**config.mk**
```make
export PLATFORM = sky130hd
export DESIGN_NAME = rrb_post
export DESIGN_NICKNAME = d
export VERILOG_FILES = /design/src/sv/rrb_pkg.sv /design/src/sv/rrb_post.sv
export SDC_FILE = /design/constraint.sdc
export NUM_CORES = 1
export LEC_CHECK = 0
export ABC_AREA = 1
export BUFFER_PORTS_ARGS = -buffer_cell sky130_fd_sc_hd__clkbuf_2
export CAP_MARGIN = 20
export CELL_PAD_IN_SITES_DETAIL_PLACEMENT = 1
export CELL_PAD_IN_SITES_GLOBAL_PLACEMENT = 1
export CORE_MARGIN = 4
export CORE_UTILIZATION = 45
export CTS_CLUSTER_SIZE = 40
export DETAILED_ROUTE_END_ITERATION = 8
export PLACE_DENSITY = 0.82
export SLEW_MARGIN = 30
export SYNTH_ARGS = -nofsm -noshare
export SYNTH_HDL_FRONTEND = slang
export SYNTH_SLANG_ARGS = --single-unit
```
**constraint.sdc**
```tcl
create_clock -name clk_i -period 4.2 [get_ports clk_i]
set_input_delay 0.42 -clock clk_i [delete_from_list [all_inputs] [get_ports clk_i]]
set_output_delay 0.42 -clock clk_i [all_outputs]
set_load 0.02 [all_outputs]
```
**src/sv/rrb_pkg.sv**
```systemverilog
`timescale 1ns / 1ps
// Shared types and constants for the relative range and bearing block.
// No dependencies; used by every module of the block.
package rrb_pkg;

  localparam int XW = 28;  // CORDIC x/y width: 17-bit delta, 8 guard bits, gain headroom
  localparam int ZW = 27;  // angle accumulator, 2^-16 degree units
  localparam int HW = 17;  // body + head heading sum
  localparam int BW = 21;  // bearing before wrap, with room for the correction terms
  localparam int PW = 59;  // magnitude product width

  localparam int TableLen = 24;

  localparam logic [21:0] AtanTab [TableLen] = '{
    22'd2949120, 22'd1740967, 22'd919879, 22'd466945, 22'd234379, 22'd117304,
    22'd58666,   22'd29335,   22'd14668,  22'd7334,   22'd3667,   22'd1833,
    22'd917,     22'd458,     22'd229,    22'd115,    22'd57,     22'd29,
    22'd14,      22'd7,       22'd4,      22'd2,      22'd1,      22'd0
  };

  localparam logic signed [ZW-1:0] Ang180   = ZW'(11796480);
  localparam logic signed [30:0]   GainQ30  = 31'sd652032874;
  localparam logic signed [PW-1:0] MagRound = PW'(64'sd1 <<< 37);

  localparam logic signed [BW-1:0] FullTurn    = BW'(46080);
  localparam logic signed [BW-1:0] HalfTurn    = BW'(23040);
  localparam logic signed [BW-1:0] UpperLimit2 = BW'(69120);
  localparam logic signed [BW-1:0] LowerLimit1 = -BW'(23040);
  localparam logic signed [BW-1:0] LowerLimit2 = -BW'(69120);

  localparam logic [15:0] DistMax = 16'hFFFF;

  typedef struct packed {
    logic                 zero;
    logic signed [XW-1:0] x;
    logic signed [XW-1:0] y;
    logic signed [ZW-1:0] z;
    logic signed [HW-1:0] heading;
  } cell_t;

endpackage

```
**src/sv/rrb_post.sv**
```systemverilog
`timescale 1ns / 1ps
// Gain correction, saturation and bearing wrap after the CORDIC chain.
// Two register stages; depends on rrb_pkg.
module rrb_post (
  input  logic           clk_i,
  input  logic           rst_ni,
  input  logic           en_i,
  input  logic           valid_i,
  input  rrb_pkg::cell_t cell_i,
  output logic           valid_o,
  output logic [15:0]    distance_o,
  output logic signed [15:0] bearing_o,
  output logic           distance_saturated_o
);
  import rrb_pkg::*;

  // stage A: multiply by inverse gain, angle rounding and heading subtract
  logic                 valid_a_q;
  logic signed [PW-1:0] prod_d, prod_q;
  logic signed [BW-1:0] b_d, b_q;
  logic signed [ZW-1:0] z_eff;
  logic signed [ZW:0]   z_rnd;
  logic signed [18:0]   ang;

  assign prod_d = cell_i.x * GainQ30;
  assign z_eff  = cell_i.zero ? '0 : cell_i.z;
  assign z_rnd  = (ZW+1)'(z_eff) + (ZW+1)'(256);
  assign ang    = z_rnd[ZW:9];
  assign b_d    = BW'(ang) - BW'(cell_i.heading);

  always_ff @(posedge clk_i or negedge rst_ni) begin
    if (!rst_ni) begin
      valid_a_q <= 1'b0;
    end else if (en_i) begin
      valid_a_q <= valid_i;
    end
  end

  always_ff @(posedge clk_i) begin
    if (en_i) begin
      prod_q <= prod_d;
      b_q    <= b_d;
    end
  end

  // stage B: saturate magnitude, wrap bearing into half-open turn
  logic                 valid_b_q;
  logic signed [PW-1:0] sum;
  logic signed [20:0]   mag;
  logic [15:0]          dist_d, dist_q;
  logic                 sat_d, sat_q;
  logic signed [BW-1:0] wrap;
  logic signed [15:0]   bear_q;

  assign sum = prod_q + MagRound;
  assign mag = sum[PW-1:38];

  always_comb begin
    sat_d = 1'b0;
    if (mag < 0) begin
      dist_d = '0;
    end else if (mag > 21'sd65535) begin
      dist_d = DistMax;
      sat_d  = 1'b1;
    end else begin
      dist_d = mag[15:0];
    end
  end

  always_comb begin
    if (b_q >= UpperLimit2) begin
      wrap = b_q - FullTurn - FullTurn;
    end else if (b_q >= HalfTurn) begin
      wrap = b_q - FullTurn;
    end else if (b_q >= LowerLimit1) begin
      wrap = b_q;
    end else if (b_q >= LowerLimit2) begin
      wrap = b_q + FullTurn;
    end else begin
      wrap = b_q + FullTurn + FullTurn;
    end
  end

  always_ff @(posedge clk_i or negedge rst_ni) begin
    if (!rst_ni) begin
      valid_b_q <= 1'b0;
    end else if (en_i) begin
      valid_b_q <= valid_a_q;
    end
  end

  always_ff @(posedge clk_i) begin
    if (en_i) begin
      dist_q <= dist_d;
      sat_q  <= sat_d;
      bear_q <= wrap[15:0];
    end
  end

  assign valid_o              = valid_b_q;
  assign distance_o           = dist_q;
  assign bearing_o            = bear_q;
  assign distance_saturated_o = sat_q;

endmodule
```
Yosys cells after proc, flatten, opt, wreduce, memory -nomap -nowiden
Index checks and enable logic that the tools add are counted.
W data, S select, Z words.
- register bits: 113
- input bits: 105
- output and inout port bits: 34
- add/sub/neg operators: 7
- multipliers: 1
- $lt $le $gt $ge: 6
- muxes and demuxes: 7
- operators by type and width (kind ; count):
    $mux W16 ; 5
    $add A59 B39 Y59 const B ; 1
    $mul A28 B30 Y58 const B ; 1
    $ge A20 B16 Y1 const B ; 2
    $ge A20 B18 Y1 const B ; 2
    $add A16 B16 Y16 const B ; 2
    $sub A16 B16 Y16 const B ; 2
    $add A27 B10 Y28 const B ; 1
    $mux W27 ; 1
    $gt A21 B17 Y1 const B ; 1
    $lt A21 B1 Y1 const B ; 1
    $sub A19 B17 Y20 ; 1
    $mux W1 ; 1

Depth between registers and ports, before layout
Gate-level depths: netlist of run 1.
- depth in word-level cells: 6
- depth in mapped cells: 29
- depth with buffers taken out: 29

Least setup slack after synthesis of run 1
No wires, ideal clock.
- kind: input -> register
- start point: input port cell_i[91] in the netlist's numbering
- end point: register prod_q[54], data pin
- library setup time: 0.252 ns
- arrival time: 5.748 ns
- data required time: 3.948 ns
- path slack: -1.801 ns
- stages on the path: 21
- buffers on the path: 0
- path through: fa_1 inv_1 fa_1 fa_1 inv_1 fa_1 fa_1 fa_1 inv_1 fa_1 inv_1 ha_1 ha_1 nand2_1 o21ai_0 a21boi_0 nand2_1 a21oi_1 nand2_1 nand2_1 nand2_1
- word-level cells in the longest chain between the ends: 1
- RTL lines (what ; line ; RTL):
    start: declaration ; rrb_post.sv:9 ; input rrb_pkg::cell_t cell_i,
    $mul A28 B30 Y58 ; rrb_post.sv:25 ; assign prod_d = cell_i.x * GainQ30;
    net prod_d[54] ; rrb_post.sv:19 ; logic signed [PW-1:0] prod_d, prod_q;
    end signal: assignment ; rrb_post.sv:41 ; prod_q <= prod_d;
    end: declaration ; rrb_post.sv:19 ;
The timed path passes the listed nets, and every way through them passes these cells.
A chain may end at the register's enable or synchronous reset.

Final worst setup path of run 1
- start point: input port cell_i[80] in the netlist's numbering
- end point: register prod_q[45], data pin
Same word-level chain as after synthesis.

==> metrics.md, run 1 <==
| Metric | Value |
|---|---|
| Final Util | `about 60%` |
| Top cells by area, synth | `fa_1 (33%), ha_1 (21%), inv_1 (13%)` |
| Syn Nets | `3350` |
| Clk root buf | `clkbuf_16` |
| Status | `finished with violations` |
| Worst Setup EP | `prod_q[45]` |
| Failing checks | `setup timing` |
| Detailed Place HPWL | `70830 microns` |
| EDFF count, synth | `75` |
| Core Area | `46850 sq um` |
| CP peak stage delay | `620 ps` |
| Setup TNS | `-40860 ps` |
| Unrepaired setup endpoints after global routing | `yes` |
| Setup violations, final | `22` |
| Compound-Gate Fraction of Synth Area | `5.814%` |
| Post-Synth Simple-Gate Area | `14.44%` |
| Crit path DAT | `6330 ps` |
| Final period utilization | `148.5%` |
| Min Tclk post-route | `~6200 ps` |
| H-tree depth | `3` |
| Most frequent cells in the layout | `inv_1 (656), nand2_1 (309), buf_4 (307), fa_1 (287), ha_1 (274)` |
| Reg2reg end | `bearing_o[15]` |
| Worst r2r path cells | `14` |
| Main combinational cell family by area after synthesis | `adder cells` |
| Post-Syn Area | `~21000 sq um` |
| Die width | `around 230 microns` |
| Diode count | `0` |
| Worst path depth | `25` |
| Slowest CP cell | `fa_1` |
| Buf/Inv on CP | `8` |
| Worst Setup SP | `cell_i[80]` |
| Largest net degree at the start of global routing | `80` |
| Worst Path Class, Setup | `in -> reg` |
| IO Count | `139` |
| Total CTS buffers | `9` |
| Multiplexer area fraction after synthesis | `0%` |
| Number of global-route vias before repair | `22810` |
| DR WL/cell | `26.67 microns` |
| Count of antenna-violating nets left after detailed routing | `0` |
| Synth Instances | `2538` |
| Area grow syn2layout | `32.00%` |
| Final hold violation count | `0` |
| Reg2Reg Launch Point | `b_q[10]` |
| Worst EP required | `4300 ps` |
| Initial Util | `45.84%` |
| Clock latency on the worst-skew pair | `350 ps` |
| Largest area contributor in the netlist | `fa_1` |
| Post-synth top area share | `between 30% and 40%` |
| Count of buffers from port buffering | `just over 100` |
| Worst Setup End Kind | `register` |
| Final wirelength | `95450 microns` |
| Clock Skew | `13.83 ps` |
| Commonest non-fill, non-tap cell in the layout | `inv_1` |
| Worst slew pin tran | `725.6 ps` |
| Final #Nets | `3779` |
| Register area share after synthesis | `10.72%` |
| Synth warn | `0` |
| Total number of vias | `~20000` |
| Die height | `226.5 microns` |
| R2R setup slack | `around 1700 ps` |
| Dpl ws | `-2316 ps` |
| Most used DFF post-synth | `edfxtp_1` |
| Global-route wire length before repair | `roughly 130000 microns` |
| Worst Slack Setup Final | `-2035 ps` |
| Vias per inst | `5.738` |
| Clock Path Buffers | `2` |
| Row cnt | `79` |
| GRT Util Overall | `between 30 and 40%` |
| Share of layout cells above drive strength 1 | `between 30 and 40%` |
| GR Overflow Total | `0` |
| Die ar. | `51290 sq um` |
| Worst setup SP type | `primary input` |
| Initial antenna violation count | `1` |
| Synthesized area per cell | `approximately 8.5 sq um` |
| Relative slew slack | `51.62%` |
| Fmax | `160.4 MHz` |
| Top delay family on crit path | `adder cells` |
| Final Wtd Congestion | `1.032` |
| Xor-xnor portion of the synthesized cell area | `2.563%` |
| Clk slew on worst S/H paths | `roughly 70 ps` |
| Drc violations | `0` |
| Pins over their slew limit | `0` |
| Synth unique cells | `44` |
| CTS tree | `built` |
| Worst-path fanout max | `4` |
| Initial DRC count | `between 1500 and 2000` |
| Sink Count | `77` |
| Max-Cap Viols | `0` |
| Drt first pass iters | `5` |
| Synthesized flop and latch total | `77` |
| Top cell by count, worst path | `fa_1` |
| Hold Path Class | `in -> reg` |
| Async SR Flop Fraction | `2.597%` |
| Post-Synth Adder-Cell Area | `a little over half` |
## synth_stat cells, types with 3 or more instances
cell      number
a21oi_2       10
xnor2_1       16
nor3_1        39
fa_1         351
o21bai_1      17
nor3_2         3
or2_2          5
o21a_1         4
inv_1        725
buf_2          3
edfxtp_1      75
nor2_1       152
nor2_2         3
a21boi_0       5
o21ai_0       61
a21o_1         8
nand2_1      392
nand4_1       39
xor2_1        45
nor4_1         3
ha_1         356
a21oi_1      110
clkbuf_1       3
nand3_1       85
## worst min path at each step
stage | startpoint | end | slack, ps | cells after the start
after floorplan | rst_ni | valid_a_q | 120 | 0
after global placement | rst_ni | valid_a_q | 210 | 1
after detailed placement | rst_ni | valid_a_q | 220 | 1
after CTS | valid_i | valid_a_q | 310 | 3
after global routing | valid_i | valid_a_q | 320 | 3
final | valid_i | valid_a_q | 310 | 3
## sequential cells by signal (all words and copies together), names as in the netlist
signal,count
b_q,20
bearing_o,16
distance_o,16
distance_saturated_o,1
prod_q,22
valid_a_q,1
valid_o,1
## metal layers
layer  GRT usage [%]  share of wire, %
met1           40.38                36
met4           15.79               8.1
met5               0             0.014
met2           60.58                49
met3           5.218               7.1
## final cells by class
| cell class | count | area [sq um] |
|---|---|---|
| tap | 607 | 759.5 |
| fill | 5355 | 18500 |
| clock buffer | 9 | 225.2 |
| multi-input combinational | 1723 | 18980 |
| timing repair buffer | 427 | 3269 |
| inverter | 729 | 2751 |
| clock inverter | 7 | 63.81 |
| sequential | 77 | 2302 |
## per-stage QoR
| step | instances | hold slack [ps] | instance area, sq um |
|---|---|---|---|
| after floorplan | 2538 | 124.4 | 22240 |
| after global placement | 3525 | 205.3 | 25660 |
| after detailed placement | 3525 | 215.3 | 25660 |
| after CTS | 3564 | 308.8 | 27450 |
| after global routing | 3579 | 317.6 | 28350 |
| final | 3579 | 305.2 | 28350 |
## worst min-delay path, cell delays in order
cell and delay, ps:
clkbuf_2 80, nand2_1 40, o21ai_0 80
## logic make-up (layout without fill, tap and decap cells)
kind of cell             count (synthesis)  after routing
adder cells (fa/ha/maj)                707            707
flip-flops                              77             77
buffers and inverters                  738           1172
AO/OA/AOI/OAI                          222            222
XOR/XNOR                                62             62
AND/OR/NAND/NOR                        732            732
## repair_timing
item	4_1_cts	5_1_grt
endpoints found under the setup margin	22	22
resized for setup	341	193
setup buffers	22	16
hold endpoints to repair	2	0
hold buffers	1	0
pin swaps	114	122
Power of run 1 is left out: the tool's default activity adds up to more than one toggle a clock period on the data nets, which glitch-free logic cannot reach.
==> inputs of run 2 (changes only) <==
- CORE_UTILIZATION: 45 -> 34
- CTS_CLUSTER_SIZE: 40 -> default
- PLACE_DENSITY: 0.82 -> 0.66
==> metrics.md, run 2 (synthesized netlist as in run 1, its figures left out) <==
| Metric | Value |
|---|---|
| Clock Path Buffers | `2` |
| CTS tree | `built` |
| Count of buffers from port buffering | `between 100 and 150` |
| Initial Util | `34.55%` |
| Core Area | `around 62000 sq um` |
| Clk root buf | `clkbuf_16` |
| Cell area after placement | `26050 sq um` |
| Worst r2r path cells | `12` |
| Worst setup SP type | `primary input` |
| Reg with most FFs | `prod_q` |
| Worst Slack Setup Final | `-1708 ps` |
| IO Count | `139` |
| Detailed Place HPWL | `between 60000 and 70000 microns` |
| GR Overflow Total | `0` |
| Hold_sp | `valid_i` |
| Row cnt | `91` |
| Worst-path fanout max | `5` |
| Total number of vias | `18010` |
| Clk slew on worst S/H paths | `60 ps` |
| Final hold violation count | `0` |
| Hold Path Class | `in -> reg` |
| Area grow syn2layout | `30.51%` |
| Worst EP required | `about 4400 ps` |
| Total CTS buffers | `9` |
| Max-Cap Viols | `0` |
| Worst slew pin tran | `692.9 ps` |
| Share of layout cells above drive strength 1 | `between 20% and 30%` |
| Crit path DAT | `around 6000 ps` |
| Final Util | `45.09%` |
| Clock latency on the worst-skew pair | `approximately 340 ps` |
| Worst Path Class, Setup | `in -> reg` |
| Pins over their slew limit | `0` |
| Diode count | `0` |
| Final wirelength | `74660 microns` |
| Die width | `259.3 microns` |
| Hold endpoint | `valid_a_q` |
| Clock Skew | `7.631 ps` |
| Min Tclk post-route | `5908 ps` |
| DR WL/cell | `19.62 microns` |
| Global-route wire length before repair | `~120000 microns` |
| Relative slew slack | `53.81%` |
| Status | `finished with violations` |
| Hold path cells | `3` |
| Max FFs per register | `22` |
| Sink Count | `a little under 80` |
| Die ar. | `about 67000 sq um` |
| Drc violations | `0` |
| Reg2Reg Launch Point | `b_q[10]` |
| Worst Hold Slack | `292.1 ps` |
| Final Wtd Congestion | `0.9689` |
| R2R setup slack | `around 1800 ps` |
| Fmax | `~170 MHz` |
| Unrepaired setup endpoints after global routing | `yes` |
| Commonest non-fill, non-tap cell in the layout | `inv_1` |
| Drt first pass iters | `7` |
| Final #Nets | `3775` |
| Worst Setup End Kind | `register` |
| Initial DRC count | `625` |
| Die height | `approximately 260 microns` |
| Initial antenna violation count | `0` |
| Largest net degree at the start of global routing | `80` |
| Setup violations, final | `22` |
| Reg2reg end | `bearing_o[13]` |
| Final period utilization | `140.7%` |
| Final instance area | `between 20000 and 30000 sq um` |
| Count of antenna-violating nets left after detailed routing | `0` |
| H-tree depth | `3` |
| Most frequent cells in the layout | `inv_1 (693), nand2_1 (330), fa_1 (310), buf_4 (309), ha_1 (286)` |
| Vias per inst | `4.732` |
| Number of global-route vias before repair | `20890` |
| Regs by FF count | `prod_q x22, b_q x20` |
| GRT Util Overall | `22.39%` |
| Failing checks | `setup timing` |
==> run 2: changes by cell type in the layout (fill, tap and decap cells not counted), moves of 6 or more <==
cell,change
ha_4,-9
buf_6,-7
nand2_1,+21
a21oi_2,+13
nand2_2,-7
nand2_4,-11
o21ai_4,-6
a21oi_4,-11
inv_2,-33
inv_1,+37
fa_2,-23
ha_1,+12
fa_1,+23
nor2_1,+8
==> run 2: cell type report <==
type,count,area [sq um]
clock inverter,7,122.6
fill,7384,34140
sequential,77,2302
clock buffer,9,225.2
multi-input combinational,1723,18420
inverter,729,2740
tap,837,1047
timing repair buffer,423,3173
==> run 2: timing repair <==
action                                  4_1_cts  5_1_grt
setup buffers                                14        4
hold endpoints to repair                      2        0
gates resized for setup                     251      108
hold buffers                                  1        0
pin swaps                                    77       36
endpoints found under the setup margin       22       22
==> run 2: worst max path at each step <==
| stage | to | slack [ps] | cells past startpoint | start |
|---|---|---|---|---|
| finish | prod_q[41] | -1710 | 23 | cell_i[77] |
| floorplan | prod_q[51] | -1410 | 20 | cell_i[79] |
| detailed placement | prod_q[55] | -2380 | 25 | cell_i[80] |
| global route | prod_q[58] | -1910 | 22 | cell_i[90] |
| global placement | prod_q[55] | -2280 | 25 | cell_i[80] |
| CTS | prod_q[55] | -1680 | 24 | cell_i[81] |
==> run 2: per-stage QoR <==
stage,setup WS (ps),cells,TNS [ps]
2_1_floorplan,-1406,2538,-29120
3_3_place_gp,-2276,3770,-47250
6_report,-1708,3805,-35840
5_1_grt,-1913,3805,-39830
4_1_cts,-1680,3801,-35340
3_5_place_dp,-2382,3770,-48700
==> run 2: worst max-delay path: stages <==
cell	delay, ps
clkbuf_4	170
fa_2	600
inv_1	60
fa_2	360
fa_1	570
inv_1	60
fa_1	420
fa_1	510
inv_1	70
fa_1	490
inv_1	60
fa_1	620
ha_4	230
ha_4	300
nand2_2	110
nor2_1	200
nand2_2	110
inv_2	70
nand4_1	110
nand3_2	180
nand2_1	70
nand2_1	80
xor2_1	200
==> run 2: layer usage <==
metal | routed length [microns] | vias to the layer above | track usage [%]
met1 | 31460 | 8931 | 27.82
met3 | 3914 | 101 | 4.800
li1 | - | 8650 | -
met5 | 104 | - | 1.170
met4 | 2276 | 2 | 5.921
met2 | 36900 | 321 | 39.36
Power of run 2 is left out for the same reason.
