## src/sv/rrb_pkg.sv

```systemverilog
`timescale 1ns / 1ps
// Shared types and constants for the relative range and bearing block.
// No dependencies; used by every module of the block.
package rrb_pkg;

  localparam int XW = 28;  // CORDIC x/y width: 17-bit delta, 8 guard bits, gain headroom
  localparam int ZW = 27;  // angle accumulator, 2^-16 degree units
  localparam int HW = 17;  // body + head heading sum
  localparam int BW = 21;  // bearing before wrap, with room for the correction terms
  localparam int PW = 59;  // magnitude product width

  localparam int TableLen = 24;

  localparam logic [21:0] AtanTab [TableLen] = '{
    22'd2949120, 22'd1740967, 22'd919879, 22'd466945, 22'd234379, 22'd117304,
    22'd58666,   22'd29335,   22'd14668,  22'd7334,   22'd3667,   22'd1833,
    22'd917,     22'd458,     22'd229,    22'd115,    22'd57,     22'd29,
    22'd14,      22'd7,       22'd4,      22'd2,      22'd1,      22'd0
  };

  localparam logic signed [ZW-1:0] Ang180   = ZW'(11796480);
  localparam logic signed [30:0]   GainQ30  = 31'sd652032874;
  localparam logic signed [PW-1:0] MagRound = PW'(64'sd1 <<< 37);

  localparam logic signed [BW-1:0] FullTurn    = BW'(46080);
  localparam logic signed [BW-1:0] HalfTurn    = BW'(23040);
  localparam logic signed [BW-1:0] UpperLimit2 = BW'(69120);
  localparam logic signed [BW-1:0] LowerLimit1 = -BW'(23040);
  localparam logic signed [BW-1:0] LowerLimit2 = -BW'(69120);

  localparam logic [15:0] DistMax = 16'hFFFF;

  typedef struct packed {
    logic                 zero;
    logic signed [XW-1:0] x;
    logic signed [XW-1:0] y;
    logic signed [ZW-1:0] z;
    logic signed [HW-1:0] heading;
  } cell_t;

endpackage

```

## src/sv/rrb_cordic_cell.sv

```systemverilog
`timescale 1ns / 1ps
// One CORDIC vectoring micro-rotation with its output register.
// Depends on rrb_pkg for the cell payload type and arctangent table.
module rrb_cordic_cell #(
  parameter int SHIFT = 0
) (
  input  logic          clk_i,
  input  logic          rst_ni,
  input  logic          en_i,
  input  logic          valid_i,
  input  rrb_pkg::cell_t cell_i,
  output logic          valid_o,
  output rrb_pkg::cell_t cell_o
);
  import rrb_pkg::*;

  localparam logic signed [ZW-1:0] Atan = ZW'(AtanTab[SHIFT]);

  logic           valid_q;
  cell_t          cell_d, cell_q;
  logic signed [XW-1:0] xs, ys;

  assign xs = cell_i.x >>> SHIFT;
  assign ys = cell_i.y >>> SHIFT;

  always_comb begin
    cell_d = cell_i;
    if (cell_i.y > 0) begin
      cell_d.x = cell_i.x + ys;
      cell_d.y = cell_i.y - xs;
      cell_d.z = cell_i.z + Atan;
    end else begin
      cell_d.x = cell_i.x - ys;
      cell_d.y = cell_i.y + xs;
      cell_d.z = cell_i.z - Atan;
    end
  end

  always_ff @(posedge clk_i or negedge rst_ni) begin
    if (!rst_ni) begin
      valid_q <= 1'b0;
    end else if (en_i) begin
      valid_q <= valid_i;
    end
  end

  always_ff @(posedge clk_i) begin
    if (en_i) begin
      cell_q <= cell_d;
    end
  end

  assign valid_o = valid_q;
  assign cell_o  = cell_q;

endmodule

```

## config.mk

```make
export PLATFORM = sky130hd
export DESIGN_NAME = rrb_cordic_cell
export DESIGN_NICKNAME = d
export VERILOG_FILES = /design/src/sv/rrb_pkg.sv /design/src/sv/rrb_cordic_cell.sv
export SDC_FILE = /design/constraint.sdc
export NUM_CORES = 1
export LEC_CHECK = 0
export BUFFER_PORTS_ARGS = -buffer_cell sky130_fd_sc_hd__buf_2
export CAP_MARGIN = 10
export CORE_MARGIN = 5
export CORE_UTILIZATION = 50
export CTS_BUF_LIST = sky130_fd_sc_hd__clkbuf_2
export CTS_CLUSTER_DIAMETER = 50
export DETAILED_ROUTE_END_ITERATION = 10
export PLACE_DENSITY_LB_ADDON = 0.25
export SLEW_MARGIN = 20
export SYNTH_ARGS = -nofsm -noshare
export SYNTH_HDL_FRONTEND = slang
export SYNTH_SLANG_ARGS = --single-unit
```

## constraint.sdc

```tcl
create_clock -name clk_i -period 0.8 [get_ports clk_i]
set_input_delay 0.24 -clock clk_i [delete_from_list [all_inputs] [get_ports clk_i]]
set_output_delay 0.24 -clock clk_i [all_outputs]
set_load 0.1 [all_outputs]
```

==> flow_metrics.tcl, run 1 <==
set metrics [dict create \
    stop_stage "clock tree synthesis" \
    firstError "[ERROR DPL-0038] Utilization greater than 100%, impossible to legalize" \
    ys_ff_latch 101 \
    synth_edf_count 100 \
    root_buffer "clkbuf_2" \
    ys.flop_type "edfxtp_1" \
    syn_avg_cell_area_um2 9.52 \
    yosysWarnings 0 \
    syn_inst 850 \
    dp_cells 1520 \
    ctsHoldBuffers 38 \
    place_hpwl_um 26300 \
    status "aborted with a tool error" \
    synth_cell_types 73 \
    clock_path_buffers 2 \
    rows 46 \
    place_congestion 0.977 \
    die_w_um 137 \
    cts_buffers 9 \
    die_y_um 137 \
    initial_core_util_pct 50.9 \
    synth_area_mm2 0.00809 \
    numClockSinks 101 \
    ctsResizeCount 282 \
    port_buffers 206 \
    boundaryPins 207 \
    ys_seq_area_share_pct 37.4 \
    cts_setup_buffers 71 \
    htreeDepth 3 \
    postSynthNetCount 1049 \
    async_flop_share_pct 0.990 \
]
==> metrics by stage <==
step / setup WS (ns) / util, % / setup TNS (ns) / hold WS, ns / cell area, um^2
2_1_floorplan: -1.91 / - / -116.35 / -0.0556 / 8760
3_3_place_gp: -2.24 / 85.0 / -134.85 / 0.0144 / 13500
3_5_place_dp: -2.52 / 85.0 / -141.40 / 0.0193 / 13500
==> logic make-up after synthesis <==
family	Yosys count	share of synthesized area (%)
buffers and inverters	126	6.19
DFF	101	37.4
muxes	14	1.75
xor gates and xnor gates	63	6.82
adders and majority gates	94	14.9
AOI/OAI and AO/OA	260	21.0
and+or+nand+nor	192	11.9
==> cell usage after synthesis (all sizes together), types with 8 or more instances <==
cell	n	area share, %
mux2i	13	1.6
a21oi	99	6.3
nand3	14	0.87
o21bai	14	1.3
nor2	59	2.7
nor3	12	0.74
nand2	41	1.9
inv	94	4.4
nor4	13	1.2
buf	20	1.3
nand4	10	0.77
o21a	10	0.93
nor2b	10	0.77
a31oi	12	1.1
xnor2	56	6.1
a21o	10	0.93
nand2b	15	1.2
clkbuf	12	0.56
o31ai	8	0.80
a211oi	10	0.99
ha	90	14
o21ai	56	3.6
edfxtp	100	37
==> run 2, diff against run 1 <==
--- a/config.mk
+++ b/config.mk
@@ -8,11 +8,9 @@
 export BUFFER_PORTS_ARGS = -buffer_cell sky130_fd_sc_hd__buf_2
 export CAP_MARGIN = 10
 export CORE_MARGIN = 5
-export CORE_UTILIZATION = 50
-export CTS_BUF_LIST = sky130_fd_sc_hd__clkbuf_2
-export CTS_CLUSTER_DIAMETER = 50
+export CORE_UTILIZATION = 40
 export DETAILED_ROUTE_END_ITERATION = 10
-export PLACE_DENSITY_LB_ADDON = 0.25
+export PLACE_DENSITY_LB_ADDON = 0.15
 export SLEW_MARGIN = 20
 export SYNTH_ARGS = -nofsm -noshare
 export SYNTH_HDL_FRONTEND = slang
==> constraint.sdc (replaced) <==
create_clock -name clk_i -period 1 [get_ports clk_i]
set_input_delay 0.3 -clock clk_i [delete_from_list [all_inputs] [get_ports clk_i]]
set_output_delay 0.3 -clock clk_i [all_outputs]
set_load 0.1 [all_outputs]
==> run 2 against run 1 <==
Compared with the run above:
- the flow now finishes, with violations (setup timing)
- area after synthesis unchanged
- synthesized cell count unchanged
==> flow_metrics.tcl, run 2 <==
set metrics [dict create \
    fin_skew_ns 0 \
    clock_latency_ns 0.35 \
    track_usage_pct 26.1 \
    drtAntennaViolNets 0 \
    grt_pass1_vias 8707 \
    switching_share_pct 44.6 \
    drc_errors 0 \
    crit_path_frequent_cell "a21oi_2" \
    cts_tree "built" \
    clock_path_buffers 2 \
    first_pass_iters 5 \
    cp-start-kind "primary input" \
    power.leakage_nw 6.80 \
    ys_ff_latch 101 \
    syn_inst 850 \
    total_power_mw 22.9 \
    ir_drop_uv 771 \
    worstSetupStartpoint "cell_i[68]" \
    synthTopCellsByArea "edfxtp_1 37%, ha_1 14%, xnor2_1 6.1%, a21oi_1 5.9%, inv_1 4.1%" \
    place_hpwl_um 24700 \
    yosys-top-cells-count "100 x edfxtp_1, 95 x a21oi_1, 90 x ha_1, 89 x inv_1, 59 x nor2_1" \
    rsz0062_at_grt "yes" \
    cts_buffers 9 \
    syn_to_final_growth_pct 94.0 \
    synth_edf_count 100 \
    synth_area_mm2 0.00809 \
    port_buffers 206 \
    cp_max_fo 3 \
    slew_violations 0 \
    largest_reg_flops 100 \
    yosysWarnings 0 \
    p_per_area_mw_per_mm2 1460 \
    postSynthNetCount 1049 \
    required_ns 1.11 \
    ys.flop_type "edfxtp_1" \
    worstSetupEndpoint "cell_o[43]" \
    slew_headroom_pct 69.0 \
    drtIter0Drc 667 \
    grt_max_degree 51 \
    root_buffer "clkbuf_16" \
    synth_top_cell_area_share_pct 37.1 \
    violations "setup timing" \
    htreeDepth 3 \
    num_vias 8777 \
    max_freq_ghz 0.386 \
    critPathKind "in -> reg" \
    routed_wl_um 33600 \
    routedWlPerCell_um 20.5 \
    async_flop_share_pct 0.990 \
    fill_cells 1239 \
    antenna_found_initial 0 \
    crit_path_cell_trace "buf_2 -> nor4_4 -> buf_4 -> nand4_1 -> nor2_4 -> or2_4 -> buf_12 -> fa_2 -> a21o_1 -> a21oi_2 -> o21bai_1 -> a21oi_2 -> o21ai_2 -> a21o_1 -> a21oi_2 -> xnor2_1" \
    layout_common_cells "276 x buf_4, 111 x buf_12, 100 x edfxtp_1, 88 x buf_2, 74 x inv_1" \
    cpMaxStageDelayCell "fa_2" \
    power_frac_clock_pct 15.2 \
    worst_slack_ns -1.59 \
    setup_viol 166 \
    dpl-instance-area_mm2 0.0137 \
    power_switching_mw 10.2 \
    drive_above_1_share_pct 58.0 \
    yosysMostFrequentCell "edfxtp_1" \
    worst_slew_pin_slew_ns 0.460 \
    rrSetupSlack_ns 0.14 \
    path_clk_slew_ns 0.08 \
    setup_tns_ns -105.31 \
    hold_violations 0 \
    crit_arrival_ns 2.70 \
    hp-class "in -> reg" \
    syn_avg_cell_area_um2 9.52 \
    numClockSinks 101 \
    drv_cap 0 \
    cp-end-kind "register" \
    avgViaCountPerCell 5.36 \
    p_int_mw 12.7 \
    grt_pass1_wl_um 48400 \
    final_util_pct 78.1 \
    dieArea_mm2 0.0232 \
    core-area_mm2 0.0201 \
    cp_slowest_stage_delay_ns 0.33 \
    reg2reg_depth 1 \
    grt_overflow 0 \
    boundaryPins 207 \
    place_congestion 0.942 \
    r2r-end "valid_o" \
    reg2reg_from "valid_o" \
    layout_commonest_cell "buf_4" \
    die_w_um 152 \
    fin_nets 1562 \
    p_comb_share_pct 58.7 \
    synth_cell_types 73 \
    rows 52 \
    fin_crit_sh_pct 259 \
    status "finished with violations" \
    synth_top_cell_by_area "edfxtp_1" \
    initial_core_util_pct 40.2 \
    stdcell_area_mm2 0.0157 \
    die_y_um 152 \
    fin_crit_ns 2.59 \
    ys_seq_area_share_pct 37.4 \
    pwr-share-seq_pct 26.0 \
    dp_slack_ns -2.34 \
]
==> run 2: cell counts after synthesis <==
Identical to the previous run, type by type.
==> run 2: worst min-delay path by stage <==
stage,startpoint,cells past startpoint,endpoint
floorplan,rst_ni,0,valid_o
global placement,rst_ni,1,valid_o
detailed placement,rst_ni,1,valid_o
CTS,cell_i[9],1,cell_o[9]
global route,cell_i[29],1,cell_o[29]
finish,cell_i[3],1,cell_o[3]
==> run 2: timing repair <==
item / CTS / global route
buffers inserted: 28 / 26
pin swaps: 89 / 99
gates resized for setup: 147 / 132
gates cloned: 2 / 4
hold buffers: 1 / 0
endpoints found under the hold margin: 1 / 0
setup endpoints to repair: 166 / 166
==> run 2: routing by layer <==
layer  global-route usage, %  part of all wire, %  routed length, um  up-vias
met1                    34.6                   41              13800     4267
met3                    5.42                  6.8               2290       69
met4                    8.09                  3.7               1250        0
met5                       0                    0                  0        -
li1                        -                    -                  -     4087
met2                    43.1                   48              16200      354
==> run 2: layout make-up <==
| cell class | instances | area [um^2] | share of cell area, % |
|---|---|---|---|
| diodes | 1 | 2.50 | 0.0159 |
| clock inverters | 7 | 58.8 | 0.375 |
| clock buffers | 9 | 225 | 1.43 |
| repair buffers | 534 | 5510 | 35.1 |
| well taps | 270 | 338 | 2.15 |
| flip-flops and latches | 101 | 3030 | 19.3 |
| inverters | 94 | 405 | 2.58 |
| multi-input cells | 623 | 6130 | 39.0 |
==> run 2: stage by stage <==
stage / hold slack (ns) / cells
after detailed placement: 0.0759 / 1582
after global placement: 0.0746 / 1582
after global routing: 0.105 / 1638
after floorplan: 0.00443 / 850
final: 0.118 / 1639
after CTS: 0.115 / 1623
==> run 2: worst max-delay path, delay by kind of cell <==
family          cells  cell delay (ns)
buf+inv             3             0.40
fa+ha+maj           1             0.33
simple gates        4             0.52
compound gates      7             1.08
xor+xnor            1             0.08
==> run 2: power groups by stage <==
stage	Combinational (mW)	Clock (mW)	Sequential, mW
after CTS	12.7	3.51	5.97
after global routing	14.0	3.71	6.01
after floorplan	2.95	0	9.86
after detailed placement	12.0	0	6.06
final	13.4	3.49	5.96
after global placement	11.9	0	6.04
==> run 2: logic make-up after synthesis <==
family / count (synthesis) / synth area share, %
mux: 14 / 1.75
compound gates: 260 / 21.0
fa+ha+maj: 94 / 14.9
flops: 101 / 37.4
buf+inv: 126 / 6.19
simple gates: 192 / 11.9
xor+xnor: 63 / 6.82
(Power assumes the default switching activity.)
==> run 3, diff against run 2 <==
--- a/config.mk
+++ b/config.mk
@@ -8,7 +8,7 @@
 export BUFFER_PORTS_ARGS = -buffer_cell sky130_fd_sc_hd__buf_2
 export CAP_MARGIN = 10
 export CORE_MARGIN = 5
-export CORE_UTILIZATION = 40
+export CORE_UTILIZATION = 33
 export DETAILED_ROUTE_END_ITERATION = 10
 export PLACE_DENSITY_LB_ADDON = 0.15
 export SLEW_MARGIN = 20
==> run 3 against run 2 <==
Compared with the run above:
- the flow still finishes with violations (setup timing)
- critical path type unchanged
- utilization is 15 points lower
- fmax is 0.17% lower
- final cell count is 3.1% higher
- wire length is 11% lower
- first-iteration DRC count is 29% lower
==> flow_metrics.tcl, run 3 (synthesis results as in run 2) <==
set metrics [dict create \
    dieArea_mm2 0.0278 \
    status "finished with violations" \
    slew_headroom_pct 51.5 \
    largest_reg_flops 100 \
    root_buffer "clkbuf_16" \
    die_w_um 167 \
    worst_slack_ns -1.60 \
    first_pass_iters 5 \
    fin_nets 1559 \
    pwr-share-seq_pct 26.1 \
    max_freq_ghz 0.385 \
    power_frac_clock_pct 16.0 \
    boundaryPins 207 \
    drtIter0Drc 476 \
    violations "setup timing" \
    syn_to_final_growth_pct 90.4 \
    switching_share_pct 44.5 \
    insertedDiodeCount 0 \
    drtAntennaViolNets 0 \
    clock_latency_ns 0.36 \
    slew_violations 0 \
    routed_wl_um 30100 \
    worstSetupEndpoint "cell_o[42]" \
    fin_crit_ns 2.60 \
    routedWlPerCell_um 17.8 \
    port_buffers 206 \
    worst_slew_pin_slew_ns 0.727 \
    grt_pass1_wl_um 46600 \
    p_int_mw 12.6 \
    p_comb_share_pct 57.9 \
    power_switching_mw 10.1 \
    grt_overflow 0 \
    initial_core_util_pct 33.4 \
    reg2reg_depth 1 \
    rrSetupSlack_ns 0.14 \
    drv_cap 0 \
    core-area_mm2 0.0242 \
    fin_crit_sh_pct 260 \
    ir_drop_uv 926 \
    place_congestion 0.928 \
    dp_slack_ns -2.24 \
    hold_violations 0 \
    rsz0062_at_grt "yes" \
    num_vias 8366 \
    cp-start-kind "primary input" \
    setup_tns_ns -109.02 \
    grt_pass1_vias 8505 \
    drc_errors 0 \
    cp_max_fo 3 \
    drive_above_1_share_pct 57.1 \
    clock_path_buffers 2 \
    r2r-end "valid_o" \
    antenna_found_initial 0 \
    rows 57 \
    required_ns 1.11 \
    reg2reg_from "valid_o" \
    avgViaCountPerCell 4.95 \
    fin_skew_ns 0 \
    critPathKind "in -> reg" \
    crit_arrival_ns 2.71 \
    place_hpwl_um 24100 \
    numClockSinks 101 \
    layout_commonest_cell "buf_4" \
    die_y_um 167 \
    htreeDepth 3 \
    cts_tree "built" \
    path_clk_slew_ns 0.08 \
    p_per_area_mw_per_mm2 1470 \
    cp-end-kind "register" \
    worstSetupStartpoint "cell_i[58]" \
    power.leakage_nw 6.70 \
    layout_common_cells "295 x buf_4, 111 x buf_12, 100 x edfxtp_1, 94 x buf_2, 70 x inv_1" \
    grt_max_degree 51 \
    hp-class "in -> reg" \
    track_usage_pct 20.9 \
    cts_buffers 9 \
    setup_viol 166 \
]
-- run 3: cell types whose count changed in the layout (fill, tap and decap cells not counted), sizes merged --
cell,previous run,this run
clkbuf,12,9
clkinv,4,3
clkinvlp,2,1
diode,1,0
inv,95,97
-- run 3: repair_timing --
action | CTS | global route
pin swaps | 86 | 58
resized for setup | 153 | 79
hold buffers | 1 | 0
endpoints found under the hold margin | 1 | 0
setup endpoints to repair | 166 | 166
buffers inserted | 30 | 10
-- run 3: cell type report --
class                           count  area [um^2]
Inverter                           94          410
Clock buffer                        9          225
Multi-Input combinational cell    623         5990
Sequential cell                   101         3030
Tap cell                          324          405
Fill cell                        1962         8840
Timing Repair Buffer              531         5270
Clock inverter                      7         67.6
-- run 3: stage by stage --
step,std cells,hold slack [ns],util [%],power [mW],area [um^2]
5_1_grt,1689,0.0914,63.5,23.5,15400
6_report,1689,0.112,63.5,22.6,15400
4_1_cts,1681,0.0977,61.7,22.4,15000
3_5_place_dp,1640,0.0754,56.7,18.1,13800
2_1_floorplan,850,0.00443,-,12.8,8760
3_3_place_gp,1640,0.0757,56.7,18.0,13800
-- run 3: worst min path at each step --
stage                      end  slack (ns)        from  cells after the start
floorplan              valid_o       0.004      rst_ni                      0
global placement       valid_o        0.08      rst_ni                      1
detailed placement     valid_o        0.08      rst_ni                      1
CTS                 cell_o[18]         0.1  cell_i[18]                      1
global route        cell_o[27]        0.09  cell_i[27]                      1
finish               cell_o[1]        0.11   cell_i[1]                      1
-- run 3: power groups by stage --
stage | clock network (mW) | registers, mW | logic, mW
2_1_floorplan | 0 | 9.86 | 2.95
3_3_place_gp | 0 | 6.00 | 12.0
3_5_place_dp | 0 | 6.02 | 12.1
4_1_cts | 3.73 | 5.93 | 12.7
5_1_grt | 3.92 | 5.97 | 13.7
6_report | 3.63 | 5.91 | 13.1
-- run 3: worst max-delay path: stages --
cell      delay [ns]
buf_8           0.10
nor4_4          0.45
nand4_1         0.20
nor2_2          0.15
or2_4           0.15
buf_12          0.10
ha_4            0.18
a21o_1          0.18
a21oi_4         0.14
o21bai_1        0.10
a21oi_2         0.17
o21ai_2         0.08
a21o_1          0.18
a21oi_2         0.13
xnor2_1         0.08
-- run 3: per-layer routing --
metal	share of wire, %	track usage, %	wire length [um]
met5	0	0	0
met4	2.0	5.09	605
met3	4.4	3.03	1320
met2	49	36.0	14700
met1	45	27.8	13400
==> run 4, diff against run 3 <==
--- a/config.mk
+++ b/config.mk
@@ -5,11 +5,11 @@
 export SDC_FILE = /design/constraint.sdc
 export NUM_CORES = 1
 export LEC_CHECK = 0
-export BUFFER_PORTS_ARGS = -buffer_cell sky130_fd_sc_hd__buf_2
 export CAP_MARGIN = 10
 export CORE_MARGIN = 5
-export CORE_UTILIZATION = 33
+export CORE_UTILIZATION = 35
 export DETAILED_ROUTE_END_ITERATION = 10
+export DONT_BUFFER_PORTS = 1
 export PLACE_DENSITY_LB_ADDON = 0.15
 export SLEW_MARGIN = 20
 export SYNTH_ARGS = -nofsm -noshare
==> run 4 against run 3 <==
Compared with the run above:
- the run still ends with setup timing left
- setup slack improved by 0.17 ns
- combinational power about the same
- die area decreased by 5.4%
- power decreased by 0.73%
- utilization increased by 1.0 points
- count of clock-buffer cells in the layout unchanged
- sequential share of layout area increased by 1.0 points
- fmax increased by 7.1%
- flip-flop and latch count unchanged
- final cell count decreased by 11%
- largest cell class unchanged
- largest power group unchanged
==> flow_metrics.tcl, run 4 (synthesis results as in run 2) <==
set metrics [dict create \
    status "finished with violations" \
    violations "setup timing" \
    cp_max_fo 5 \
    first_pass_iters 5 \
    rsz0062_at_grt "yes" \
    grt_pass1_wl_um 46500 \
    ir_drop_uv 922 \
    dieArea_mm2 0.0263 \
    stdcell_count 1496 \
    worst_slew_pin_slew_ns 0.534 \
    dpl-instance-area_mm2 0.0127 \
    setup_tns_ns -96.08 \
    grt_pass1_vias 7871 \
    port_buffers 0 \
    place_congestion 0.970 \
    slew_headroom_pct 64.1 \
    numClockSinks 101 \
    hp-class "in -> reg" \
    worst_slack_ns -1.42 \
    boundaryPins 207 \
    hold_ws_ns 0.0521 \
    clock_path_buffers 2 \
    die_w_um 162 \
    worstSetupEndpoint "cell_o[42]" \
    syn_to_final_growth_pct 81.2 \
    track_usage_pct 22.9 \
    grt_max_degree 102 \
    reg2reg_from "valid_o" \
    rrSetupSlack_ns 0.14 \
    drtIter0Drc 633 \
    drv_cap 0 \
    setup_viol 166 \
    rows 55 \
    clock_latency_ns 0.33 \
    drive_above_1_share_pct 52.2 \
    cts_tree "built" \
    critPathKind "in -> reg" \
    worstSetupStartpoint "cell_i[44]" \
    fin_nets 1405 \
    layout_commonest_cell "buf_4" \
    slew_violations 0 \
    required_ns 1.09 \
    routedWlPerCell_um 21.3 \
    dp_cells 1441 \
    crit_arrival_ns 2.51 \
    cp-start-kind "primary input" \
    largest_reg_flops 100 \
    dp_slack_ns -1.93 \
    drtAntennaViolNets 0 \
    drc_errors 0 \
    reg2reg_depth 1 \
    avgViaCountPerCell 5.34 \
    initial_core_util_pct 35.6 \
    r2r-end "valid_o" \
    root_buffer "clkbuf_16" \
    num_vias 7988 \
    htreeDepth 3 \
    p_per_area_mw_per_mm2 1530 \
    die_y_um 162 \
    max_freq_ghz 0.413 \
    path_clk_slew_ns 0.07 \
    insertedDiodeCount 0 \
    grt_overflow 0 \
    antenna_found_initial 0 \
    stdcell_area_mm2 0.0147 \
    core-area_mm2 0.0227 \
    total_power_mw 22.5 \
    fin_crit_sh_pct 242 \
    cp-end-kind "register" \
    layout_common_cells "240 x buf_4, 103 x buf_12, 100 x edfxtp_1, 75 x inv_1, 68 x ha_1" \
    cts_buffers 9 \
    power.leakage_nw 6.13 \
    routed_wl_um 31900 \
    place_hpwl_um 24500 \
    hold_violations 0 \
    fin_crit_ns 2.42 \
    fin_skew_ns 0 \
    final_util_pct 64.6 \
]
## run 4: final cells by class
type | count | area, um^2
fill | 1763 | 8050
multi-input combinational | 623 | 6130
inverter | 94 | 410
tap | 285 | 357
clock buffer | 9 | 225
clock inverter | 7 | 90.1
timing repair buffer | 377 | 4420
sequential | 101 | 3030
## run 4: metal layers
layer / GRT usage, % / routed length (um)
met3: 3.43 / 1960
met2: 35.7 / 14500
met4: 7.77 / 932
met1: 32.7 / 14500
met5: 0 / 0
## run 4: how the worst min path moves through the flow
stage,start,endpoint,cells after the start
detailed placement,rst_ni,valid_o,0
global placement,rst_ni,valid_o,0
CTS,cell_i[8],cell_o[8],0
global route,cell_i[3],cell_o[3],0
finish,cell_i[3],cell_o[3],0
floorplan,rst_ni,valid_o,0
## run 4: where the power goes
group | leakage (nW) | switching, mW | internal [mW]
Combinational | 4.98 | 7.71 | 5.16
Sequential | 0.989 | 0.468 | 5.46
Clock | 0.154 | 1.50 | 2.18
## run 4: timing repair
action / 4_1_cts / 5_1_grt
hold endpoints to repair: 1 / 0
endpoints found under the setup margin: 166 / 166
hold buffers: 1 / 0
cloned: 6 / 3
resized for setup: 127 / 114
buffers inserted: 17 / 19
pin swaps: 76 / 56
## run 4: critical path, stage by stage
cell and delay [ns]:
nor4_4 0.25, buf_4 0.16, nand4_1 0.09, nor2_2 0.21, or2_4 0.21, inv_4 0.06, ha_4 0.21, buf_4 0.13
a21oi_2 0.13, o21bai_1 0.09, a21oi_2 0.18, o21ai_2 0.07, a21o_1 0.17, a21oi_2 0.16, xnor2_1 0.09
